===== src/hw/rtl/msrs_pkg.sv =====
// Shared types, codes and constants of the motor speed ramp sequencer.
package msrs_pkg;

    localparam int SPEED_W       = 16;
    localparam int TICK_W        = 16;
    localparam int PROD_W        = SPEED_W + TICK_W;
    localparam int DIV_CNT_W     = $clog2(SPEED_W);
    localparam int OP_W          = 2;
    localparam int MODE_W        = 3;
    localparam int IN_DATA_W     = ((SPEED_W + TICK_W + 7) / 8) * 8;
    localparam int OUT_DATA_W    = ((SPEED_W + 7) / 8) * 8;
    localparam int OUT_USER_W    = 2 + MODE_W;

    localparam logic [TICK_W-1:0] STOP_TICKS_RESET = TICK_W'(2000);

    typedef enum logic [OP_W-1:0] {
        OP_START = 2'd0,
        OP_STOP  = 2'd1,
        OP_TICK  = 2'd2,
        OP_NONE  = 2'd3
    } op_t;

    typedef enum logic [MODE_W-1:0] {
        MODE_IDLE       = 3'd0,
        MODE_START_RAMP = 3'd1,
        MODE_RAMPING    = 3'd2,
        MODE_AT_SPEED   = 3'd3,
        MODE_START_STOP = 3'd4,
        MODE_STOPPING   = 3'd5
    } mode_t;

    // controller -> datapath
    typedef struct packed {
        logic cap;       // latch the incoming transaction
        logic exec;      // decode and update ramp state
        logic mul;       // delta * elapsed
        logic bias;      // add rounding bias, load divider
        logic div;       // one restoring division step
        logic fin;       // apply quotient to start speed
        logic load_out;  // move result into output register
    } cmd_t;

    // datapath -> controller
    typedef struct packed {
        logic need_div;  // tick lands inside the ramp
        logic out_busy;  // output register full and not being taken
    } status_t;

endpackage


===== src/hw/rtl/motor_speed_ramp_sequencer.sv =====
// Top level of the motor speed ramp sequencer: linear speed ramps driven by start, stop and tick.
//
//   channel   direction  tdata                              tuser
//   s_axis    in         [15:0] target_rpm, [31:16] ramp_ticks  [1:0] operation
//   m_axis    out        [15:0] speed_rpm                   [0] speed_valid, [1] target_reached,
//                                                           [4:2] mode
//   cfg       in         cfg_wr_data = stop_ticks, written when cfg_wr_en is high
//
// Flow: one transaction at a time. Start, stop and ticks that end or skip a ramp
// go from decode straight to the output register. A tick inside a ramp also runs
// one 16x16 multiply, a bias add, and a 16-step
// restoring divider (one quotient bit per cycle) that sets the pace.
// Reset: rst_n clears the ramp state to idle at zero speed; stop_ticks returns to 2000.
// Stalls: the result sits in an output register; a stalled m_axis holds the next
// transaction in its last step, so s_axis_tready stays low until the result register frees up.
module motor_speed_ramp_sequencer (
    input  logic        clk,
    input  logic        rst_n,
    // configuration
    input  logic        cfg_wr_en,
    input  logic [15:0] cfg_wr_data,      // stop_ticks
    // command stream
    input  logic        s_axis_tvalid,
    output logic        s_axis_tready,
    input  logic [31:0] s_axis_tdata,     // [15:0] target_rpm, [31:16] ramp_ticks
    input  logic [1:0]  s_axis_tuser,     // [1:0] operation
    // speed update stream
    output logic        m_axis_tvalid,
    input  logic        m_axis_tready,
    output logic [15:0] m_axis_tdata,     // [15:0] speed_rpm
    output logic [4:0]  m_axis_tuser      // [0] speed_valid, [1] target_reached, [4:2] mode
);
    import msrs_pkg::*;

    cmd_t    cmd;
    status_t status;

    // sequencer: walks each transaction through decode, multiply and divide for ticks inside a ramp, publish
    msrs_ctrl u_ctrl (
        .clk      (clk),
        .rst_n    (rst_n),
        .in_valid (s_axis_tvalid),
        .in_ready (s_axis_tready),
        .status   (status),
        .cmd      (cmd)
    );

    // ramp state, interpolation arithmetic and the result register
    msrs_dp u_dp (
        .clk         (clk),
        .rst_n       (rst_n),
        .cmd         (cmd),
        .status      (status),
        .cfg_wr_en   (cfg_wr_en),
        .cfg_wr_data (cfg_wr_data),
        .in_data     (s_axis_tdata),
        .in_user     (s_axis_tuser),
        .out_valid   (m_axis_tvalid),
        .out_ready   (m_axis_tready),
        .out_data    (m_axis_tdata),
        .out_user    (m_axis_tuser)
    );

endmodule


===== src/hw/rtl/msrs_dp.sv =====
// Datapath of the speed ramp sequencer: ramp state, multiplier, serial divider, output register.
module msrs_dp (
    input  logic                              clk,
    input  logic                              rst_n,
    input  msrs_pkg::cmd_t                    cmd,
    output msrs_pkg::status_t                 status,
    input  logic                              cfg_wr_en,
    input  logic [msrs_pkg::TICK_W-1:0]       cfg_wr_data,
    input  logic [msrs_pkg::IN_DATA_W-1:0]    in_data,
    input  logic [msrs_pkg::OP_W-1:0]         in_user,
    output logic                              out_valid,
    input  logic                              out_ready,
    output logic [msrs_pkg::OUT_DATA_W-1:0]   out_data,
    output logic [msrs_pkg::OUT_USER_W-1:0]   out_user
);
    import msrs_pkg::*;

    // captured transaction
    op_t                 op_reg;
    logic [SPEED_W-1:0]  tgt_reg;
    logic [TICK_W-1:0]   rlen_reg;

    // ramp state
    logic [TICK_W-1:0]   stop_ticks_reg;
    mode_t               mode_reg, mode_next;
    logic [SPEED_W-1:0]  cur_reg, cur_next;
    logic [SPEED_W-1:0]  start_reg, start_next;
    logic [SPEED_W-1:0]  goal_reg, goal_next;
    logic [TICK_W-1:0]   len_reg, len_next;
    logic [TICK_W-1:0]   elap_reg, elap_next;
    logic                valid_reg, valid_next;
    logic                reached_reg, reached_next;
    logic                need_div;
    logic                up, dn;

    // arithmetic
    logic [SPEED_W-1:0]  delta_reg;
    logic                down_reg;
    logic [PROD_W-1:0]   prod_reg;
    logic [PROD_W-1:0]   num_sum;
    logic [TICK_W-1:0]   rem_reg;
    logic [SPEED_W-1:0]  quo_reg;
    logic [TICK_W:0]     shifted;
    logic [TICK_W:0]     trial;
    logic                qbit;

    // output stage
    logic                out_valid_reg;
    logic [SPEED_W-1:0]  out_speed_reg;
    logic [OUT_USER_W-1:0] out_user_reg;

    always_comb
    begin
        mode_next    = mode_reg;
        cur_next     = cur_reg;
        start_next   = start_reg;
        goal_next    = goal_reg;
        len_next     = len_reg;
        elap_next    = elap_reg;
        valid_next   = 1'b0;
        reached_next = 1'b0;
        need_div     = 1'b0;
        up           = mode_reg inside {MODE_START_RAMP, MODE_RAMPING};
        dn           = mode_reg inside {MODE_START_STOP, MODE_STOPPING};
        case (op_reg)
            OP_START:
            begin
                start_next = cur_reg;
                goal_next  = tgt_reg;
                len_next   = rlen_reg;
                elap_next  = '0;
                if (rlen_reg != '0)
                begin
                    mode_next = MODE_START_RAMP;
                end
                else
                begin
                    cur_next     = tgt_reg;
                    mode_next    = MODE_AT_SPEED;
                    valid_next   = 1'b1;
                    reached_next = 1'b1;
                end
            end
            OP_STOP:
            begin
                if (up || dn || mode_reg == MODE_AT_SPEED)
                begin
                    start_next = cur_reg;
                    goal_next  = '0;
                    len_next   = stop_ticks_reg;
                    elap_next  = '0;
                    mode_next  = MODE_START_STOP;
                end
                else
                begin
                    cur_next     = '0;
                    mode_next    = MODE_IDLE;
                    valid_next   = 1'b1;
                    reached_next = 1'b1;
                end
            end
            OP_TICK:
            begin
                if (up || dn)
                begin
                    if (elap_reg < len_reg)
                    begin
                        elap_next = elap_reg + TICK_W'(1);
                    end
                    valid_next = 1'b1;
                    if (elap_next >= len_reg)
                    begin
                        reached_next = 1'b1;
                        cur_next     = up ? goal_reg : '0;
                        mode_next    = up ? MODE_AT_SPEED : MODE_IDLE;
                    end
                    else
                    begin
                        need_div  = 1'b1;
                        mode_next = up ? MODE_RAMPING : MODE_STOPPING;
                    end
                end
            end
            default:
            begin
            end
        endcase
    end

    // falling ramp floors toward minus infinity: bias the magnitude up by len-1
    assign num_sum = prod_reg + (down_reg ? PROD_W'(len_reg - TICK_W'(1)) : '0);
    assign shifted = {rem_reg, quo_reg[SPEED_W-1]};
    assign trial   = shifted - {1'b0, len_reg};
    assign qbit    = (shifted >= {1'b0, len_reg});

    always_ff @(posedge clk or negedge rst_n)
    begin
        if (!rst_n)
        begin
            stop_ticks_reg <= STOP_TICKS_RESET;
            mode_reg       <= MODE_IDLE;
            cur_reg        <= '0;
            start_reg      <= '0;
            goal_reg       <= '0;
            len_reg        <= '0;
            elap_reg       <= '0;
            out_valid_reg  <= 1'b0;
        end
        else
        begin
            if (cfg_wr_en)
            begin
                stop_ticks_reg <= cfg_wr_data;
            end
            if (cmd.exec)
            begin
                mode_reg  <= mode_next;
                cur_reg   <= cur_next;
                start_reg <= start_next;
                goal_reg  <= goal_next;
                len_reg   <= len_next;
                elap_reg  <= elap_next;
            end
            else if (cmd.fin)
            begin
                cur_reg <= down_reg ? start_reg - quo_reg : start_reg + quo_reg;
            end
            if (cmd.load_out)
            begin
                out_valid_reg <= 1'b1;
            end
            else if (out_ready)
            begin
                out_valid_reg <= 1'b0;
            end
        end
    end

    // payload registers, no reset
    always_ff @(posedge clk)
    begin
        if (cmd.cap)
        begin
            op_reg   <= op_t'(in_user);
            tgt_reg  <= in_data[SPEED_W-1:0];
            rlen_reg <= in_data[SPEED_W +: TICK_W];
        end
        if (cmd.exec)
        begin
            valid_reg   <= valid_next;
            reached_reg <= reached_next;
            delta_reg   <= (goal_reg >= start_reg) ? goal_reg - start_reg
                                                   : start_reg - goal_reg;
            down_reg    <= (goal_reg < start_reg);
        end
        if (cmd.mul)
        begin
            prod_reg <= PROD_W'(delta_reg) * PROD_W'(elap_reg);
        end
        if (cmd.bias)
        begin
            rem_reg <= num_sum[PROD_W-1:SPEED_W];
            quo_reg <= num_sum[SPEED_W-1:0];
        end
        else if (cmd.div)
        begin
            rem_reg <= qbit ? trial[TICK_W-1:0] : shifted[TICK_W-1:0];
            quo_reg <= {quo_reg[SPEED_W-2:0], qbit};
        end
        if (cmd.load_out)
        begin
            out_speed_reg <= cur_reg;
            out_user_reg  <= {mode_reg, reached_reg, valid_reg};
        end
    end

    assign status.need_div = need_div;
    assign status.out_busy = out_valid_reg && !out_ready;

    assign out_valid = out_valid_reg;
    assign out_data  = OUT_DATA_W'(out_speed_reg);
    assign out_user  = out_user_reg;

endmodule


===== src/hw/rtl/msrs_ctrl.sv =====
// Sequencer of the ramp sequencer: one transaction at a time: decode; ramp ticks multiply, divide.
module msrs_ctrl (
    input  logic               clk,
    input  logic               rst_n,
    input  logic               in_valid,
    output logic               in_ready,
    input  msrs_pkg::status_t  status,
    output msrs_pkg::cmd_t     cmd
);
    import msrs_pkg::*;

    typedef enum logic [6:0] {
        ST_IDLE = 7'b0000001,
        ST_EXEC = 7'b0000010,
        ST_MUL  = 7'b0000100,
        ST_BIAS = 7'b0001000,
        ST_DIV  = 7'b0010000,
        ST_FIN  = 7'b0100000,
        ST_EMIT = 7'b1000000
    } state_t;

    state_t                state_reg, state_next;
    logic [DIV_CNT_W-1:0]  cnt_reg, cnt_next;

    always_comb
    begin
        state_next = state_reg;
        cnt_next   = cnt_reg;
        cmd        = '0;
        in_ready   = 1'b0;
        case (state_reg)
            ST_IDLE:
            begin
                in_ready = 1'b1;
                if (in_valid)
                begin
                    cmd.cap    = 1'b1;
                    state_next = ST_EXEC;
                end
            end
            ST_EXEC:
            begin
                cmd.exec   = 1'b1;
                state_next = status.need_div ? ST_MUL : ST_EMIT;
            end
            ST_MUL:
            begin
                cmd.mul    = 1'b1;
                state_next = ST_BIAS;
            end
            ST_BIAS:
            begin
                cmd.bias   = 1'b1;
                cnt_next   = '0;
                state_next = ST_DIV;
            end
            ST_DIV:
            begin
                cmd.div  = 1'b1;
                cnt_next = cnt_reg + DIV_CNT_W'(1);
                if (cnt_reg == DIV_CNT_W'(SPEED_W - 1))
                begin
                    state_next = ST_FIN;
                end
            end
            ST_FIN:
            begin
                cmd.fin    = 1'b1;
                state_next = ST_EMIT;
            end
            ST_EMIT:
            begin
                if (!status.out_busy)
                begin
                    cmd.load_out = 1'b1;
                    state_next   = ST_IDLE;
                end
            end
            default:
            begin
                state_next = ST_IDLE;
            end
        endcase
    end

    always_ff @(posedge clk or negedge rst_n)
    begin
        if (!rst_n)
        begin
            state_reg <= ST_IDLE;
            cnt_reg   <= '0;
        end
        else
        begin
            state_reg <= state_next;
            cnt_reg   <= cnt_next;
        end
    end

endmodule


===== config.mk =====
export PLATFORM = sky130hd
export DESIGN_NAME = motor_speed_ramp_sequencer
export DESIGN_NICKNAME = d
export VERILOG_FILES = /design/src/hw/rtl/msrs_pkg.sv /design/src/hw/rtl/motor_speed_ramp_sequencer.sv /design/src/hw/rtl/msrs_dp.sv /design/src/hw/rtl/msrs_ctrl.sv
export SDC_FILE = /design/constraint.sdc
export NUM_CORES = 1
export LEC_CHECK = 0
export ABC_AREA = 1
export BUFFER_PORTS_ARGS = -buffer_cell sky130_fd_sc_hd__buf_2
export CELL_PAD_IN_SITES_DETAIL_PLACEMENT = 2
export CELL_PAD_IN_SITES_GLOBAL_PLACEMENT = 2
export CORE_MARGIN = 2
export CORE_UTILIZATION = 28
export DETAILED_ROUTE_END_ITERATION = 6
export PLACE_DENSITY_LB_ADDON = 0.1
export SYNTH_ARGS = -nofsm -noshare
export SYNTH_HDL_FRONTEND = slang
export SYNTH_SLANG_ARGS = --single-unit

===== constraint.sdc =====
create_clock -name clk -period 14.9 [get_ports clk]
set_clock_uncertainty 0.2 [all_clocks]
set_input_delay 2.98 -clock clk [delete_from_list [all_inputs] [get_ports clk]]
set_output_delay 2.98 -clock clk [all_outputs]
set_load 0.02 [all_outputs]

# Yosys cells after proc, flatten, opt, wreduce, memory -nomap -nowiden
# Index checks and enable logic that the tools add are counted.
# word_totals
register_bits	249
latch_bits	0
ram_bits	0
rom_bits	0
input_bits	55
wordCells	143
memories	0
# op_classes
addsub	9
n_mul	1
n_div	0
n_lt_le_gt_ge	5
n_eq_ne	25
shifts	0
muxes	62
n_bitwise	0
reduce_logical	19
# op_table
operator	n
16-bit two-way mux	21
16-bit case mux with 2 select lines	3
16-bit case mux with 3 select lines	2
16-bit subtractor	4
7-bit case mux with 7 select lines	1
32-bit adder	1
16-bit greater-or-equal comparator	2
16-bit < comparator	2
16-bit by 16-bit multiplier with 32-bit output	1
32-bit two-way mux	1
7-bit two-way mux	4
1-bit two-way mux	20
17-bit by 16-bit greater-or-equal comparator with 1-bit output	1
16-bit by 1-bit subtractor with 17-bit output, second input constant	1
16-bit by 1-bit adder with 16-bit output, second input constant	1
16-bit adder	1
16-bit nonzero test	1
2-bit nonzero test	7
3-bit two-way mux	4
3-bit case mux with 3 select lines	1
3-bit AND reduction	3
4-bit case mux with 2 select lines	1
7-bit by 1-bit == test with 1-bit output, second input constant	1
7-bit by 2-bit == test with 1-bit output, second input constant	1
26 further kinds	36

# Logic depth before layout (Yosys ltp)
# logic_depth
word_depth	11
ltp_mapped	28
ltp_nobuf	27

# Modules after synthesis
# From an unflattened synthesis, not the netlist that was laid out.
# hier_totals
cells_unflattened	3532
area_unflattened_um2	26748.2
# by_module_without_submodules
mod	instances	cells_each	area_each_um2
msrs_dp	1	3455	26082.5
msrs_ctrl	1	77	665.6

# Worst setup path before layout
# OpenSTA, ideal clock, no wires.
# synth_path
path_kind	reg2reg
startpoint	reg u_dp.elap_reg[7]
endpoint	reg u_dp.prod_reg[27] (data pin)
t_arrival_ns	5.214
t_required_ns	14.441
path_slack_ns	9.227
stages_incl_launch_ff	20
n_path_buf	2
period_less_slack_ns	5.673
cell_sequence	dfrtp_1 clkbuf_1 clkbuf_1 nand2_1 fa_1 inv_1 fa_1 fa_1 fa_1 fa_1 inv_1 fa_1 inv_1 ha_1 a21oi_1 a21boi_0 o21ai_0 nand2_1 nand3_1 xor2_1
# synth_between
elab_chain_cells	1
# synth_lines
element	line	text
start: declaration	msrs_dp.sv:30	logic [TICK_W-1:0] elap_reg, elap_next;
start signal: assignment	msrs_dp.sv:162	elap_reg <= elap_next;
16-bit by 16-bit multiplier with 32-bit output	msrs_dp.sv:198	prod_reg <= PROD_W'(delta_reg) * PROD_W'(elap_reg);
end signal: assignment	msrs_dp.sv:198	
end: declaration	msrs_dp.sv:39	logic [PROD_W-1:0] prod_reg;
# No other way between the ends.
# A chain may end at the register's enable or synchronous reset.

# Worst setup path after layout
# layout_path
startpoint	reg u_dp.elap_reg[1]
endpoint	reg u_dp.prod_reg[27] (data pin)
# The elaborated chain is that of the path after synthesis.

==> impl_results.md <==
* Status: finished clean
* Die height at 313.3 µm
* Maxcap violations at 0
* Largest register FFs at 32
* Remaining DRCs at 0
* Total global-route track usage at 21.68%
* Leakage at 15.75 nW
* Peak VDD IR at 87.38 µV
* Unrepaired setup endpoints after global routing: no
* Fin crit period at 6377 ps
* Layout Nets at 4130
* Pwr dens at 218.6 mW/mm²
* Startpoint Class: register
* Yosys warnings at 0
* Die ar. at 0.09814 mm²
* Asr flop ratio synth at 44.58%
* RD Place Congestion at 0.8277
* Cell accounting for the most synthesized area: nand2_1
* Inst Count DP at 4864
* Most common cell in the netlist: nand2_1
* Num CTS Buffers at 37
* Bufs and invs on worst path at 4
* Worst Tran Pin Value at 1080 ps
* Final hold vios at 0
* Top Family by Delay on Critical Path: adder cells
* CTS H-Tree Depth at 2
* Synthesized area per cell at 7.398 µm²
* Crit path max fanout at 21
* Crit path kind: reg -> reg
* Port Buffers at 77
* Drt first pass iters at 5
* Max-slew violations at 0
* Main synth FF type: edfxtp_1
* N_diodes at 0
* CP max-delay cell: dfrtp_1
* I/O Pins at 78
* GRT overflow at 0
* Crit-path cells: nand2_1, fa_1, fa_1, fa_1, inv_1, fa_1, fa_1, inv_1, fa_1, inv_1, ha_1, nand2_1, inv_1, a21oi_1, o21ai_0, nand2_1, nand3_1, xor2_1
* Critical Path Most Common Cell: fa_1
* Distinct cell type count after synthesis at 54
* Via count at 23740
* Max incr delay on CP at 940 ps
* Row count at 113
* Cells after Synth at 3620
* Finished Layout Cells at 4932
* Number of synthesized flops with an enable pin at 138
* Synth-to-Final Area Change at 10.17%
* Synth Register Bits at 249
* Top cells by count, synth: nand2_1, inv_1, ha_1
* Largest cells by area after synthesis: nand2_1, edfxtp_1, fa_1, ha_1, inv_1
* Worst EP arrival at 6490 ps
* Max frequency at 156.8 MHz
* Cell Area, Synth at 0.02678 mm²
* Vias per cell at 4.813
* Synthesized Nets at 4112
* First-pass GRT wire length at 164.1 mm
* Root buffer cell: clkbuf_16
* Die X at 313.3 µm
* TritonCTS clock tree: yes
* Routed Antenna Nets at 0
* Clk sink count at 249
* Period utilisation layout at 42.80%
* Critical Path End Type: register
* Number of global-route vias before repair at 27200
* Largest net degree at the start of global routing at 65
* Setup WS pre-CTS at 8524 ps
* Layout cell share with drive strength beyond 1 at 5.209%
* WL final at 104.3 mm
* Longest Clk Path Bufs at 3
* Hpwl dp at 84.24 mm
* Power Total at 6.450 mW
* Worst hold path type: reg -> reg
* Top-area cell type share of the netlist area at 15.53%
* Setup WS post-layout at 8523 ps
* DR WL/cell at 21.15 µm
* Endpoints failing setup at 0
* 1st-iter DRT viols at 1154
* WP data required at 15010 ps
* Core area at 0.09487 mm²
* Setup bufs post-CTS at 0
* Relative slew slack at 28.03%
* Initial Util at 28.23%
* Final TNS setup at 0 ps
* Worst skew pair latency at 570 ps
* Hold-fix buffers at CTS at 0
* Final core occ at 31.10%
* Worst-path clk slew at 60 ps
* Initial antenna violation count at 0
* PostCTS Resize Cnt at 0
* Post-synthesis sequential area ratio at 25.88%
-- routing by layer --
layer / global-route usage, % / part of all wire, % / vias to the layer above
li1: - / - / 11250
met1: 29.03 / 47 / 12100
met2: 37.90 / 48 / 277
met3: 1.912 / 2.4 / 104
met4: 4.730 / 2.1 / 0
met5: 0 / 0 / -
-- layout by cell type, fill, tap and decap left out, drive strengths merged, types with 54 or more instances in the layout --
| cell type | Yosys | final |
|---|---|---|
| fa | 199 | 199 |
| nor2 | 210 | 210 |
| buf | 39 | 98 |
| xor2 | 75 | 75 |
| o21ai | 171 | 171 |
| inv | 710 | 712 |
| ha | 238 | 238 |
| edfxtp | 138 | 138 |
| nand3 | 195 | 195 |
| nand2 | 1115 | 1115 |
| a21oi | 145 | 145 |
| clkbuf | 80 | 54 |
| dfrtp | 104 | 104 |
-- area by class of cell --
| type | instances | area (µm²) |
|---|---|---|
| inverters | 712 | 2675 |
| repair buffers | 98 | 545.5 |
| clock inverters | 14 | 103.9 |
| well taps | 1265 | 1583 |
| clock buffers | 54 | 1052 |
| fillers | 11160 | 65370 |
| flip-flops and latches | 249 | 6930 |
| multi-input cells | 2540 | 16610 |
-- logic make-up after synthesis --
| family | share of synthesized area (%) |
|---|---|
| flops | 25.88 |
| xor+xnor | 3.172 |
| compound gates | 7.835 |
| simple gates | 25.00 |
| fa+ha+maj | 26.00 |
| buf+inv | 12.12 |
-- path summary, 6_finish.rpt --
kind / start / to / slack [ps] / cells after the start
hold / removal: u_dp.reached_reg / u_dp.out_user[1] / 230 / 0
setup reg to reg: u_dp.elap_reg[1] / u_dp.prod_reg[27] / 8520 / 18
min in group asynchronous: rst_n / u_dp.mode_reg[2] / 2250 / 1
hold reg to reg: u_dp.reached_reg / u_dp.out_user[1] / 230 / 0
max in group asynchronous: rst_n / u_dp.elap_reg[5] / 10830 / 2
setup / recovery: u_dp.elap_reg[1] / u_dp.prod_reg[27] / 8520 / 18
-- report_power, final --
group	leakage (nW)	switching, mW	internal (mW)
Sequential	2.70	0.331	1.00
Clock	0.558	0.367	0.495
Combinational	12.5	2.85	1.40
-- through the flow --
stage	hold WS [ps]	cell area (µm²)
after floorplan	200.3	26780
after global placement	209.9	28350
after detailed placement	220.0	28350
after CTS	236.5	29500
after global routing	244.4	29500
final	232.8	29500
No activity file was read; power rests on OpenSTA's default activity.
